## src/rtl/assert_macros.svh

```systemverilog
// ----------------------------------------------------------------------------
// Assertion macros
// Shared concurrent assertion wrappers, clocked on i_clk, quiet in reset.
// ----------------------------------------------------------------------------
`ifndef ASSERT_MACROS_SVH
`define ASSERT_MACROS_SVH

// prop must hold at every edge out of reset
`define ASSERT_ALWAYS(label, prop, msg) \
    label: assert property (@(posedge i_clk) disable iff (!i_rst_n) (prop)) else $error(msg);

// cons must hold at the next edge after ante
`define ASSERT_NEXT(label, ante, cons, msg) \
    label: assert property (@(posedge i_clk) disable iff (!i_rst_n) (ante) |=> (cons)) \
        else $error(msg);

`endif

```

## src/rtl/wss_pkg.sv

```systemverilog
// ----------------------------------------------------------------------------
// Wake-up slot scheduler package
// Shared widths, constants, register indexes and divider handshake types.
// ----------------------------------------------------------------------------
`default_nettype none

package wss_pkg;

    localparam int PROD_W = 42;  // elapsed times ppm
    localparam int DIV_W = 32;   // beat dividend width
    localparam int DVS_W = 16;   // beat divisor width
    localparam int CNT_W = 6;    // step count width
    localparam int BEAT_STEPS = 32;

    localparam logic [19:0]      DRIFT_DIVISOR = 20'd1000000;
    // 1000000 = 64 * 15625; exact reciprocal of 15625 for dividends below 2^32
    localparam logic [13:0]      DRIFT_ODD     = 14'd15625;
    localparam logic [32:0]      DRIFT_RECIP   = 33'd4503599628;
    localparam logic [4:0]       LENGTH_MARGIN = 5'd16;
    localparam logic [15:0]      LENGTH_MAX    = 16'hFFFF;

    localparam logic [1:0] OP_START  = 2'd0;
    localparam logic [1:0] OP_ACK    = 2'd1;
    localparam logic [1:0] OP_MISSED = 2'd2;

    localparam logic [2:0] REG_CAD_BEAT    = 3'd0;
    localparam logic [2:0] REG_PPM         = 3'd1;
    localparam logic [2:0] REG_FRAGMENT    = 3'd2;
    localparam logic [2:0] REG_MIN_PREAMB  = 3'd3;
    localparam logic [2:0] REG_MAX_WAKEUP  = 3'd4;
    localparam logic [2:0] REG_MISSED_LIM  = 3'd5;

    localparam logic [15:0] RST_CAD_BEAT   = 16'd1000;
    localparam logic [9:0]  RST_PPM        = 10'd40;
    localparam logic [11:0] RST_FRAGMENT   = 12'd20;
    localparam logic [11:0] RST_MIN_PREAMB = 12'd20;
    localparam logic [15:0] RST_MAX_WAKEUP = 16'd1500;
    localparam logic [7:0]  RST_MISSED_LIM = 8'd2;

    typedef struct packed {
        logic             start;
        logic [DIV_W-1:0] dividend;
        logic [DVS_W-1:0] divisor;
        logic [CNT_W-1:0] steps;
    } t_div_req;

    typedef struct packed {
        logic             busy;
        logic             done;
        logic [DIV_W-1:0] quotient;
    } t_div_rsp;

endpackage

`default_nettype wire

```

## src/rtl/wss_if.sv

```systemverilog
// ----------------------------------------------------------------------------
// Wake-up slot scheduler channels
// Valid/ready channels for events, results and register writes.
// ----------------------------------------------------------------------------
`default_nettype none

interface wss_evt_if;
    logic        valid;
    logic        ready;
    logic [1:0]  op;
    logic [31:0] now_ms;
    logic [15:0] ack_delay_ms;
    modport source (output valid, op, now_ms, ack_delay_ms, input ready);
    modport sink   (input valid, op, now_ms, ack_delay_ms, output ready);
endinterface

interface wss_res_if;
    logic        valid;
    logic        ready;
    logic [31:0] next_send_slot_ms;
    logic        send_chan;
    logic [15:0] wakeup_length_ms;
    modport source (output valid, next_send_slot_ms, send_chan, wakeup_length_ms,
                    input ready);
    modport sink   (input valid, next_send_slot_ms, send_chan, wakeup_length_ms,
                    output ready);
endinterface

interface wss_cfg_if;
    logic        valid;
    logic        ready;
    logic [2:0]  index;
    logic [15:0] data;
    modport source (output valid, index, data, input ready);
    modport sink   (input valid, index, data, output ready);
endinterface

`default_nettype wire

```

## src/rtl/wss_div.sv

```systemverilog
// ----------------------------------------------------------------------------
// Wake-up slot scheduler divider
// Restoring divider, one quotient bit per cycle, for the beat count.
// ----------------------------------------------------------------------------
`default_nettype none

module wss_div import wss_pkg::*; (
    input  wire logic     i_clk,
    input  wire logic     i_rst_n,
    input  wire t_div_req i_req,
    output t_div_rsp      o_rsp
);

    logic             r_busy, n_busy;
    logic             r_done, n_done;
    logic [CNT_W-1:0] r_cnt, n_cnt;
    logic [DVS_W-1:0] r_rem, n_rem;
    logic [DIV_W-1:0] r_quo, n_quo;
    logic [DVS_W-1:0] r_dvs, n_dvs;

    logic [DVS_W:0]   w_shift;
    logic [DVS_W:0]   w_diff;
    logic             w_ge;

    assign w_shift = {r_rem, r_quo[DIV_W-1]};
    assign w_diff  = w_shift - {1'b0, r_dvs};
    assign w_ge    = w_shift >= {1'b0, r_dvs};

    always_comb begin
        n_busy = r_busy;
        n_done = 1'b0;
        n_cnt  = r_cnt;
        n_rem  = r_rem;
        n_quo  = r_quo;
        n_dvs  = r_dvs;
        if (i_req.start) begin
            n_busy = 1'b1;
            n_cnt  = i_req.steps;
            n_rem  = '0;
            n_quo  = i_req.dividend;
            n_dvs  = i_req.divisor;
        end else if (r_busy) begin
            n_rem = w_ge ? w_diff[DVS_W-1:0] : w_shift[DVS_W-1:0];
            n_quo = {r_quo[DIV_W-2:0], w_ge};
            n_cnt = r_cnt - 1'b1;
            if (r_cnt == CNT_W'(1)) begin
                n_busy = 1'b0;
                n_done = 1'b1;
            end
        end
    end

    always_ff @(posedge i_clk) begin
        if (!i_rst_n) begin
            r_busy <= 1'b0;
            r_done <= 1'b0;
            r_cnt  <= '0;
        end else begin
            r_busy <= n_busy;
            r_done <= n_done;
            r_cnt  <= n_cnt;
        end
        r_rem <= n_rem;
        r_quo <= n_quo;
        r_dvs <= n_dvs;
    end

    assign o_rsp.busy     = r_busy;
    assign o_rsp.done     = r_done;
    assign o_rsp.quotient = r_quo;

endmodule

`default_nettype wire

```

## src/rtl/wakeup_slot_scheduler_top.sv

```systemverilog
// ----------------------------------------------------------------------------
// Wake-up slot scheduler
// Plans the start time, channel and length of a wake-up sequence.
// ----------------------------------------------------------------------------
// The event channel is ready only while the sequencer is idle. Ack-received,
// ack-missed and unused words are handled in the idle state itself. A start
// word with the missed-ack count below its limit works out the drift term
// (product, then a reciprocal multiplication in two base-2^18 digits, then
// the saturated length); with the count at its limit the maximum length is
// taken and the window is worked out at once. A positive distance with a
// nonzero beat then goes through the bit-serial beat divider. A finished
// result waits in an output register and does not hold up the next event
// word; a start word finishing while that register is still full waits
// until it drains. Register writes are always accepted and should only be
// made while the block is idle.
`default_nettype none

`include "assert_macros.svh"

module wakeup_slot_scheduler_top import wss_pkg::*; (
    input  wire logic  i_clk,
    input  wire logic  i_rst_n,
    wss_evt_if.sink    i_evt,
    wss_res_if.source  o_res,
    wss_cfg_if.sink    i_cfg
);

    localparam logic [3:0] S_IDLE = 4'd0;
    localparam logic [3:0] S_MUL  = 4'd1;
    localparam logic [3:0] S_DRH  = 4'd2;
    localparam logic [3:0] S_DRR  = 4'd3;
    localparam logic [3:0] S_DRL  = 4'd4;
    localparam logic [3:0] S_LEN  = 4'd5;
    localparam logic [3:0] S_WIN  = 4'd6;
    localparam logic [3:0] S_CHK  = 4'd7;
    localparam logic [3:0] S_BTW  = 4'd8;
    localparam logic [3:0] S_STP  = 4'd9;
    localparam logic [3:0] S_FIN  = 4'd10;

    // registers
    logic [15:0] r_cad;
    logic [9:0]  r_ppm;
    logic [11:0] r_frag;
    logic [11:0] r_pre;
    logic [15:0] r_max;
    logic [7:0]  r_lim;

    // state
    logic [31:0] r_listen;
    logic [31:0] r_last_ack;
    logic [7:0]  r_missed;
    logic        r_chan;
    logic [31:0] r_last_slot;
    logic [15:0] r_last_len;

    // working
    logic [3:0]        r_state;
    logic [31:0]       r_now;
    logic [PROD_W-1:0] r_prod;
    logic [4:0]        r_qh;
    logic [31:0]       r_z;
    logic [22:0]       r_drift;
    logic [15:0]       r_len;
    logic [31:0]       r_win;
    logic [31:0]       r_d;
    logic [30:0]       r_n;
    logic [31:0]       r_nc;

    logic        r_out_vld;
    logic [31:0] r_out_slot;
    logic        r_out_chan;
    logic [15:0] r_out_len;

    t_div_req w_req;
    t_div_rsp w_rsp;

    logic              w_evt_acc;
    logic              w_cfg_acc;
    logic              w_out_free;
    logic [31:0]       w_elapsed;
    logic [PROD_W-1:0] w_mprod;
    logic [31:0]       w_rq_in;
    logic [64:0]       w_rq_prod;
    logic [18:0]       w_rq;
    logic [17:0]       w_rh;
    logic [12:0]       w_base;
    logic [24:0]       w_lsum;
    logic [15:0]       w_lsat;
    logic [17:0]       w_ldiff;
    logic [17:0]       w_ladj;
    logic [17:0]       w_half;
    logic [31:0]       w_win;
    logic              w_beats;
    logic [31:0]       w_dplus;
    logic [46:0]       w_ncad;
    logic [31:0]       w_slot;

    wss_div u_div (
        .i_clk   (i_clk),
        .i_rst_n (i_rst_n),
        .i_req   (w_req),
        .o_rsp   (w_rsp)
    );

    assign i_evt.ready = (r_state == S_IDLE);
    assign i_cfg.ready = 1'b1;
    assign w_evt_acc   = i_evt.valid && i_evt.ready;
    assign w_cfg_acc   = i_cfg.valid && i_cfg.ready;
    assign w_out_free  = !r_out_vld || o_res.ready;

    assign w_elapsed = r_now - r_last_ack;
    assign w_mprod   = PROD_W'(w_elapsed) * PROD_W'(r_ppm);
    assign w_base    = {1'b0, r_frag} + {1'b0, r_pre};

    // product / 64 split into two base-2^18 digits, long-divided by 15625 high digit first
    assign w_rq_in   = (r_state == S_DRH) ? {14'd0, r_prod[41:24]} : r_z;
    assign w_rq_prod = 65'(w_rq_in) * 65'(DRIFT_RECIP);
    assign w_rq      = w_rq_prod[64:46];
    assign w_rh      = r_prod[41:24] - 18'(r_qh) * 18'(DRIFT_ODD);

    assign w_lsum = 25'(r_drift) + 25'(w_base) + 25'(LENGTH_MARGIN);
    assign w_lsat = (w_lsum > 25'(LENGTH_MAX)) ? LENGTH_MAX : w_lsum[15:0];

    // signed half-difference, truncated toward zero
    assign w_ldiff = {2'b00, r_len} - {5'b00000, w_base};
    assign w_ladj  = w_ldiff + {17'd0, w_ldiff[17]};
    assign w_half  = 18'($signed(w_ladj) >>> 1);
    assign w_win   = {{14{w_half[17]}}, w_half};

    assign w_beats = (r_d != 32'd0) && !r_d[31] && (r_cad != 16'd0);
    assign w_dplus = r_d + {16'd0, r_cad} - 32'd1;
    assign w_ncad  = r_n * r_cad;
    assign w_slot  = r_listen + r_nc - r_win + {15'd0, r_cad, 1'b0};

    always_comb begin
        w_req = '0;
        if (r_state == S_CHK && w_beats) begin
            w_req.start    = 1'b1;
            w_req.dividend = w_dplus;
            w_req.divisor  = DVS_W'(r_cad);
            w_req.steps    = CNT_W'(BEAT_STEPS);
        end
    end

    always_ff @(posedge i_clk) begin
        if (!i_rst_n) begin
            r_cad <= RST_CAD_BEAT;
            r_ppm <= RST_PPM;
            r_frag <= RST_FRAGMENT;
            r_pre <= RST_MIN_PREAMB;
            r_max <= RST_MAX_WAKEUP;
            r_lim <= RST_MISSED_LIM;
        end else if (w_cfg_acc) begin
            unique case (i_cfg.index)
                REG_CAD_BEAT:   r_cad  <= i_cfg.data;
                REG_PPM:        r_ppm  <= i_cfg.data[9:0];
                REG_FRAGMENT:   r_frag <= i_cfg.data[11:0];
                REG_MIN_PREAMB: r_pre  <= i_cfg.data[11:0];
                REG_MAX_WAKEUP: r_max  <= i_cfg.data;
                REG_MISSED_LIM: r_lim  <= i_cfg.data[7:0];
                default: ;
            endcase
        end
    end

    always_ff @(posedge i_clk) begin
        if (!i_rst_n) begin
            r_out_vld <= 1'b0;
        end else if (r_state == S_FIN && w_out_free) begin
            r_out_vld <= 1'b1;
        end else if (o_res.ready) begin
            r_out_vld <= 1'b0;
        end
    end

    always_ff @(posedge i_clk) begin
        if (!i_rst_n) begin
            r_state     <= S_IDLE;
            r_listen    <= '0;
            r_last_ack  <= '0;
            r_missed    <= RST_MISSED_LIM;
            r_chan      <= 1'b0;
            r_last_slot <= '0;
            r_last_len  <= '0;
        end else begin
            unique case (r_state)
                S_IDLE: begin
                    if (w_evt_acc) begin
                        r_now <= i_evt.now_ms;
                        case (i_evt.op)
                            OP_START: begin
                                if (r_missed >= r_lim) begin
                                    r_len   <= r_max;
                                    r_state <= S_WIN;
                                end else begin
                                    r_state <= S_MUL;
                                end
                            end
                            OP_ACK: begin
                                r_last_ack <= i_evt.now_ms;
                                r_missed   <= '0;
                                r_listen   <= r_last_slot + {16'd0, r_last_len}
                                              - {16'd0, i_evt.ack_delay_ms};
                            end
                            OP_MISSED: begin
                                if (r_missed != 8'hFF) begin
                                    r_missed <= r_missed + 8'd1;
                                end
                            end
                            default: ;
                        endcase
                    end
                end
                S_MUL: begin
                    r_prod  <= w_mprod;
                    r_state <= S_DRH;
                end
                S_DRH: begin
                    r_qh    <= w_rq[4:0];
                    r_state <= S_DRR;
                end
                S_DRR: begin
                    r_z     <= {w_rh[13:0], r_prod[23:6]};
                    r_state <= S_DRL;
                end
                S_DRL: begin
                    r_drift <= {r_qh, w_rq[17:0]};
                    r_state <= S_LEN;
                end
                S_LEN: begin
                    r_len   <= w_lsat;
                    r_state <= S_WIN;
                end
                S_WIN: begin
                    r_win   <= w_win;
                    r_d     <= r_now + w_win - r_listen;
                    r_state <= S_CHK;
                end
                S_CHK: begin
                    if (w_beats) begin
                        r_state <= S_BTW;
                    end else begin
                        r_n     <= '0;
                        r_state <= S_STP;
                    end
                end
                S_BTW: begin
                    if (w_rsp.done) begin
                        r_n     <= w_rsp.quotient[30:0];
                        r_state <= S_STP;
                    end
                end
                S_STP: begin
                    r_nc    <= w_ncad[31:0];
                    r_state <= S_FIN;
                end
                S_FIN: begin
                    if (w_out_free) begin
                        r_out_slot  <= w_slot;
                        r_out_chan  <= r_chan ^ r_n[0];
                        r_out_len   <= r_len;
                        r_chan      <= r_chan ^ r_n[0];
                        r_last_slot <= w_slot;
                        r_last_len  <= r_len;
                        r_state     <= S_IDLE;
                    end
                end
                default: r_state <= S_IDLE;
            endcase
        end
    end

    assign o_res.valid             = r_out_vld;
    assign o_res.next_send_slot_ms = r_out_slot;
    assign o_res.send_chan         = r_out_chan;
    assign o_res.wakeup_length_ms  = r_out_len;

    `ASSERT_ALWAYS(a_div_start_idle, !w_req.start || !w_rsp.busy, "divider restarted")
    `ASSERT_ALWAYS(a_div_busy_waits, !w_rsp.busy || r_state == S_BTW, "divider busy early")
    `ASSERT_NEXT(a_ack_clears, w_evt_acc && i_evt.op == OP_ACK, r_missed == 8'd0, "misses kept")
    `ASSERT_NEXT(a_fin_loads, r_state == S_FIN && w_out_free, r_out_vld && r_state == S_IDLE, "no load")

endmodule

`default_nettype wire

```

## src/flat_wrapper.sv

```systemverilog
// flat-port wrapper written by rule: the top's interface ports become plain ports
module wakeup_slot_scheduler_top_flat import wss_pkg::*;
  (i_clk, i_rst_n, i_evt_valid, i_evt_op, i_evt_now_ms, i_evt_ack_delay_ms, i_evt_ready, o_res_valid, o_res_next_send_slot_ms, o_res_send_chan, o_res_wakeup_length_ms, o_res_ready, i_cfg_valid, i_cfg_index, i_cfg_data, i_cfg_ready);
  wss_evt_if i_evt_i ();
  wss_res_if o_res_i ();
  wss_cfg_if i_cfg_i ();
  input  wire logic i_clk;
  input  wire logic i_rst_n;
  input wire logic [$bits(i_evt_i.valid)-1:0] i_evt_valid;
  input wire logic [$bits(i_evt_i.op)-1:0] i_evt_op;
  input wire logic [$bits(i_evt_i.now_ms)-1:0] i_evt_now_ms;
  input wire logic [$bits(i_evt_i.ack_delay_ms)-1:0] i_evt_ack_delay_ms;
  output wire logic [$bits(i_evt_i.ready)-1:0] i_evt_ready;
  output wire logic [$bits(o_res_i.valid)-1:0] o_res_valid;
  output wire logic [$bits(o_res_i.next_send_slot_ms)-1:0] o_res_next_send_slot_ms;
  output wire logic [$bits(o_res_i.send_chan)-1:0] o_res_send_chan;
  output wire logic [$bits(o_res_i.wakeup_length_ms)-1:0] o_res_wakeup_length_ms;
  input wire logic [$bits(o_res_i.ready)-1:0] o_res_ready;
  input wire logic [$bits(i_cfg_i.valid)-1:0] i_cfg_valid;
  input wire logic [$bits(i_cfg_i.index)-1:0] i_cfg_index;
  input wire logic [$bits(i_cfg_i.data)-1:0] i_cfg_data;
  output wire logic [$bits(i_cfg_i.ready)-1:0] i_cfg_ready;
  assign i_evt_i.valid = i_evt_valid;
  assign i_evt_i.op = i_evt_op;
  assign i_evt_i.now_ms = i_evt_now_ms;
  assign i_evt_i.ack_delay_ms = i_evt_ack_delay_ms;
  assign i_evt_ready = i_evt_i.ready;
  assign o_res_valid = o_res_i.valid;
  assign o_res_next_send_slot_ms = o_res_i.next_send_slot_ms;
  assign o_res_send_chan = o_res_i.send_chan;
  assign o_res_wakeup_length_ms = o_res_i.wakeup_length_ms;
  assign o_res_i.ready = o_res_ready;
  assign i_cfg_i.valid = i_cfg_valid;
  assign i_cfg_i.index = i_cfg_index;
  assign i_cfg_i.data = i_cfg_data;
  assign i_cfg_ready = i_cfg_i.ready;
  wakeup_slot_scheduler_top u_core (.i_clk(i_clk), .i_rst_n(i_rst_n), .i_evt(i_evt_i), .o_res(o_res_i), .i_cfg(i_cfg_i));
endmodule
```

## config.mk

```make
export PLATFORM = sky130hd
export DESIGN_NAME = wakeup_slot_scheduler_top_flat
export DESIGN_NICKNAME = d
export VERILOG_FILES = /design/src/rtl/wss_pkg.sv /design/src/rtl/wss_if.sv /design/src/rtl/wss_div.sv /design/src/rtl/wakeup_slot_scheduler_top.sv /design/src/flat_wrapper.sv
export VERILOG_INCLUDE_DIRS = /design/src /design/src/rtl
export SDC_FILE = /design/constraint.sdc
export NUM_CORES = 2
export LEC_CHECK = 0
export BUFFER_PORTS_ARGS = -buffer_cell sky130_fd_sc_hd__buf_4
export CORE_MARGIN = 8
export CORE_UTILIZATION = 30
export DETAILED_ROUTE_END_ITERATION = 8
export PLACE_DENSITY_LB_ADDON = 0.08
export SLEW_MARGIN = 40
export SYNTH_ARGS = -nofsm -noshare
export SYNTH_HDL_FRONTEND = slang
export SYNTH_SLANG_ARGS = --single-unit
```

## constraint.sdc

```tcl
create_clock -name i_clk -period 10.64 [get_ports i_clk]
set_clock_uncertainty 0.05 [all_clocks]
set_input_delay 1.064 -clock i_clk [delete_from_list [all_inputs] [get_ports i_clk]]
set_output_delay 1.064 -clock i_clk [all_outputs]
set_load 0.005 [all_outputs]
```

After elaboration in Yosys (flattened, before gate mapping)
Index checks and enable logic that the tools add are counted.
{ "totals": {"ff_bits": 583, "elab_cells": 157} }
{ "op_classes": {"bitwise": 3, "multipliers": 4, "n_reduce_logical": 39, "addsub": 19, "magnitude_cmp": 3, "n_eq_ne": 26, "mux": 30} }
{ "op_table": {"columns": ["op", "count"], "rows": [
  ["$mux 32", 3],
  ["$sub 32x32->32", 3],
  ["$mux 16", 5],
  ["$add 32x16->32", 2],
  ["$add 32x32->32", 2],
  ["$mul 32x31->62 const B", 1],
  ["$mux 31", 2],
  ["$pmux 31 s2", 1],
  ["$mux 55", 1],
  ["$pmux 4 s11", 1],
  ["$mul 32x10->42", 1],
  ["$add 32x17->32", 1],
  ["$mul 31x16->32", 1],
  ["$pmux 16 s2", 1],
  ["$reduce_bool 32->1", 1],
  ["$sub 32x1->32 const B", 1],
  ["$sub 32x16->32", 1],
  ["$reduce_and 2->1", 13],
  ["$add 25x5->25 const B", 1],
  ["$gt 25x16->1 const B", 1],
  ["$add 23x13->24", 1],
  ["$add 18x1->18", 1],
  ["$ge 17x16->1", 1],
  ["$sub 16x13->17", 1],
  ["40 further kinds", 77]
]} }

Depth between registers and ports, before layout
{ "logic_depth": {"depth_word": 6, "mapped_depth": 37, "ltp_nobuf": 37} }

By module
From an unflattened synthesis, not the netlist that was laid out.
{ "unflattened": {"hier_cells": 7423, "hier_area_um2": 70976.8} }
{ "by_module_without_submodules": {"columns": ["module", "area_each_um2", "seq_area_each_um2", "instances", "cells_each"], "rows": [
  ["wakeup_slot_scheduler_top", 67189.4, 13162.6, 1, 7081],
  ["wss_div", 3787.4, 1921.8, 1, 342]
]} }

Least setup slack after synthesis
No wires, ideal clock.
{ "synth_path": {"path_kind": "reg2reg", "start": "register u_core.r_state[1]", "end": "register u_core.r_drift[16], data pin", "period_less_slack_ns": 8.997, "stages_incl_launch_ff": 32, "setup_ns": 0.273, "path_buffers": 3, "required_time_ns": 10.317, "setup_slack_ns": 1.643, "t_arrival_ns": 8.674, "path_cell_list": "dfxtp_1 -> clkbuf_1 -> nand2b_1 -> nor3_1 -> buf_1 -> clkbuf_1 -> mux2i_1 -> inv_1 -> ha_1 -> fa_1 -> inv_1 -> fa_1 -> inv_1 -> fa_1 -> fa_1 -> fa_1 -> fa_1 -> inv_1 -> fa_1 -> inv_1 -> ha_1 -> a21o_1 -> a21o_1 -> a21oi_1 -> o21ai_0 -> a221oi_1 -> o21ai_0 -> a21o_1 -> a211o_1 -> a21o_1 -> o41ai_1 -> o31ai_1"} }
{ "synth_between": {"elab_chain_cells": 3} }
{ "synth_rtl": {"columns": ["item", "line", "source"], "rows": [
  ["from (decl)", "wakeup_slot_scheduler_top.sv:57", "logic [3:0] r_state;"],
  ["from (signal assigned)", "wakeup_slot_scheduler_top.sv:178", "r_state <= S_IDLE;"],
  ["from (signal assigned)", "wakeup_slot_scheduler_top.sv:194", "r_state <= S_WIN;"],
  ["from (signal assigned)", "wakeup_slot_scheduler_top.sv:196", "r_state <= S_MUL;"],
  ["$eq 4x2->1", "wakeup_slot_scheduler_top.sv:116", "assign w_rq_in = (r_state == S_DRH) ? {14'd0, r_prod[41:24]} : r_z;"],
  ["$mux 32", "wakeup_slot_scheduler_top.sv:116", null],
  ["$mul 32x31->62", "wakeup_slot_scheduler_top.sv:117", "assign w_rq_prod = 65'(w_rq_in) * 65'(DRIFT_RECIP);"],
  ["named net u_core.w_rq_prod[62]", "wakeup_slot_scheduler_top.sv:83", "logic [64:0] w_rq_prod;"],
  ["to (signal assigned)", "wakeup_slot_scheduler_top.sv:227", "r_drift <= {r_qh, w_rq[17:0]};"],
  ["to (decl)", "wakeup_slot_scheduler_top.sv:62", "logic [22:0] r_drift;"]
]} }
The timed path passes the listed nets, and every way through them passes these cells.
A chain may end at the register's enable or synchronous reset.

Worst setup path in the final report
{ "layout_path": {"start": "register u_core.r_pre[0]", "end": "register u_core.r_d[30], data pin"} }
{ "layout_between": {"elab_chain_cells": 5} }
{ "layout_rtl": {"columns": ["item", "line", "source"], "rows": [
  ["from (decl)", "wakeup_slot_scheduler_top.sv:44", "logic [11:0] r_pre;"],
  ["from (signal assigned)", "wakeup_slot_scheduler_top.sv:158", "REG_MIN_PREAMB: r_pre <= i_cfg.data[11:0];"],
  ["$add 12x12->13", "wakeup_slot_scheduler_top.sv:113", "assign w_base = {1'b0, r_frag} + {1'b0, r_pre};"],
  ["$sub 16x13->17", "wakeup_slot_scheduler_top.sv:125", "assign w_ldiff = {2'b00, r_len} - {5'b00000, w_base};"],
  ["$add 18x1->18", "wakeup_slot_scheduler_top.sv:126", "assign w_ladj = w_ldiff + {17'd0, w_ldiff[17]};"],
  ["named net u_core.w_ladj[14]", "wakeup_slot_scheduler_top.sv:90", "logic [17:0] w_ladj;"],
  ["$add 32x32->32", "wakeup_slot_scheduler_top.sv:236", "r_d <= r_now + w_win - r_listen;"],
  ["$sub 32x32->32", "wakeup_slot_scheduler_top.sv:236", null],
  ["to (signal assigned)", "wakeup_slot_scheduler_top.sv:236", null],
  ["to (decl)", "wakeup_slot_scheduler_top.sv:65", "logic [31:0] r_d;"]
]} }
The timed path passes the listed nets, and every way through them passes these cells.

==> impl_metrics.ini <==
[global_route]
grt.overflow.total = 0
grt_pass1_vias = 53880
antenna_found_initial = 14
grt.total_usage = 0.1886
grt_pass1_wl_um = 357200
grt_max_degree = 55

[clock_network]
htree_num_levels = 3
cts_made_buffers = 77
root_buffer = clkbuf_16
clkTransAtPathRegs_ns = 0.06
cts_tree = built
clockBufferDepth = 3
clock_sinks = 577
post-cts-setup-buffer-count = 0
insertion_delay_ns = 0.70
cts_resized = 0
postCtsHoldBufs = 0

[drt]
wl_per_cell_um = 22.07
routed_wl_um = 236900
first_iter_violations = 3052
postRouteAntennaNets = 0
drt_drc_violations_left = 0
dr.pass1.iters = 7
vias_per_cell = 4.707
dr_total_vias = 50520

[worst_setup_path]
critPathMostFrequentCell = a21oi_1
crit_type = reg2reg
worst-path-max-fanout = 5
critPathCaptureType = register
cp_data_arrival_time_ns = 10.21
slowest_stage = a2111oi_0
rrSetupSlack_ns = 0.80
max_stage_delay_ns = 0.72
critical_path_required_ns = 11.00
start_kind = register

[synth]
synth_edf_count = 353
muxShareOfSynthArea = 0.006146
ys_ff_latch = 577
synth_nets = 9287
yosysUniqueCellTypes = 91
async_flop_share = 0
yosysTopAreaCell = fa_1
syn_inst = 7387
synth_top_family_by_area = adder cells
synth_top_area_frac = 0.2939
synth-compound-area-share = 0.09312
synth.area.top_cells = fa_1, edfxtp_1, ha_1
synthSimpleGateAreaFrac = 0.1209
synth_ff_type = edfxtp_1
synth_area_per_cell_um2 = 9.591
synth_fa_ha_area_frac = 0.4327
ys_seq_area_frac = 0.2129
synth_area_um2 = 70850
yosysWarningCount = 0
synth_xor_area_frac = 0.04216

[placement]
io_buffers = 124
dp_hpwl_um = 195800
gp_congestion = 0.8675

[timing]
fin_crit_ns = 9.841
worstMarginPinSlew_ns = 0.9000
rsz0062_at_grt = false
slew_viol_final = 0
fmax_mhz = 101.6
max_slew_margin = 0.3957
setup_violations = 0
finalHoldViolations = 0
tns_ns = 0
finalCritPeriodShare = 0.9249

[floorplanning]
start_util = 0.3015
dieArea_um2 = 252000
fp.dieW_um = 502.0
io_pins = 126
dieHeight_um = 502.0
rows = 178
core_area_um2 = 235000

[job]
cap_violations = 0

[cells_and_area]
fillCellCount = 24300
area_growth_pct = 11.02
drive_above_1_share = 0.05795
final_nets = 9413

[worst_hold_path]
hold_class = reg2reg

[run_status]
status = completed
-- sequential cells by signal (all words and copies together) (netlist names), 31 cells and up --
register,cells
u_core.r_n,31
u_core.r_d,32
u_core.r_prod,36
u_core.r_nc,32
u_core.r_last_ack,32
u_core.r_listen,32
u_core.r_last_slot,32
u_core.o_res.next_send_slot_ms,32
u_core.r_z,32
u_core.u_div.r_quo,32
u_core.r_now,32
-- final timing paths --
kind | from | cells past startpoint | end
setup reg to reg | u_core.r_pre[0] | 36 | u_core.r_d[30]
hold / removal | u_core.r_prod[8] | 0 | u_core.r_z[2]
setup / recovery | u_core.r_pre[0] | 36 | u_core.r_d[30]
hold reg to reg | u_core.r_prod[8] | 0 | u_core.r_z[2]
-- cells in the mapped netlist (all sizes together), types with 7 or more instances --
| cell type | count |
|---|---|
| dfxtp | 224 |
| or2 | 16 |
| o21bai | 41 |
| a21o | 129 |
| nand2 | 902 |
| a21oi | 386 |
| nand3 | 72 |
| a31oi | 21 |
| edfxtp | 353 |
| inv | 1537 |
| o311ai | 12 |
| o2bb2ai | 7 |
| mux2i | 39 |
| o41ai | 7 |
| nor4b | 7 |
| a31o | 7 |
| or3 | 20 |
| o22ai | 11 |
| nand2b | 49 |
| nor2b | 58 |
| clkbuf | 172 |
| o21ai | 203 |
| and4 | 10 |
| ha | 786 |
| and3 | 26 |
| a21boi | 11 |
| buf | 18 |
| fa | 1040 |
| o31ai | 16 |
| a211oi | 32 |
| o211ai | 28 |
| xnor2 | 232 |
| o21a | 44 |
| and2 | 290 |
| nor4 | 18 |
| nor3 | 73 |
| nor2 | 239 |
| a2111oi | 9 |
| nor3b | 8 |
| nand4 | 26 |
| xor2 | 109 |
-- layout by cell type (no fill, tap or decap), types with 28 or more instances in the layout --
cell type  count
nor3_1        70
o21ai_0      196
mux2i_1       39
dfxtp_1      215
a21oi_1      373
inv_1       1537
ha_1         786
xor2_1       108
and2_1       289
o21bai_1      41
edfxtp_1     353
nand2_1      901
nand2b_1      48
o21a_1        44
nor2_1       231
nand3_1       71
clkbuf_16     79
fa_1        1040
a21o_1       129
xnor2_1      230
a211oi_1      29
buf_4        226
nor2b_1       56
o211ai_1      28
-- cell families after synthesis --
kind of cell	after synthesis
XOR/XNOR	341
AO/OA/AOI/OAI	1033
flip-flops	577
AND/OR/NAND/NOR	1836
adder cells (fa/ha/maj)	1826
other	1
buffers and inverters	1730
multiplexers	43
-- per-stage QoR --
step / hold slack, ns / setup WS [ns] / utilization / instance area (um2) / cells
after global routing: 0.3814 / 0.06249 / 0.3347 / 78640 / 10730
after CTS: 0.3791 / 0.9211 / 0.3344 / 78580 / 10720
after global placement: 0.3514 / 0.9833 / 0.3228 / 75850 / 10570
after floorplan: 0.3503 / 1.643 / - / 70850 / 7387
final: 0.3753 / 0.7992 / 0.3348 / 78660 / 10730
after detailed placement: 0.3556 / 1.015 / 0.3235 / 76000 / 10580
-- per-layer routing --
layer	vias to the layer above	routed length, um	track usage
met3	186	8095	0.01870
met4	0	6091	0.04345
li1	23750	-	-
met5	-	0	0
met2	892	104400	0.2969
met1	25690	118300	0.2797
-- worst max-delay path, delay by kind of cell, from the launching register on --
family,cells,cell delay [ns]
compound gates,18,4.48
fa+ha+maj,6,2.15
simple gates,8,1.65
xor+xnor,3,0.78
flops,1,0.31
buf+inv,1,0.13
-- cell type report --
| type | instances | area (um2) | area share |
|---|---|---|---|
| inverters | 1540 | 5784 | 0.07354 |
| well taps | 3150 | 3941 | 0.05011 |
| multi-input cells | 5080 | 49400 | 0.6280 |
| clock inverters | 35 | 445.4 | 0.005663 |
| flip-flops and latches | 577 | 15100 | 0.1919 |
| repair buffers | 237 | 1841 | 0.02340 |
| diodes | 7 | 17.52 | 0.0002227 |
| clock buffers | 107 | 2132 | 0.02711 |
Power is left out: the tool's default activity adds up to more than one toggle a clock period on the data nets, which glitch-free logic cannot reach.
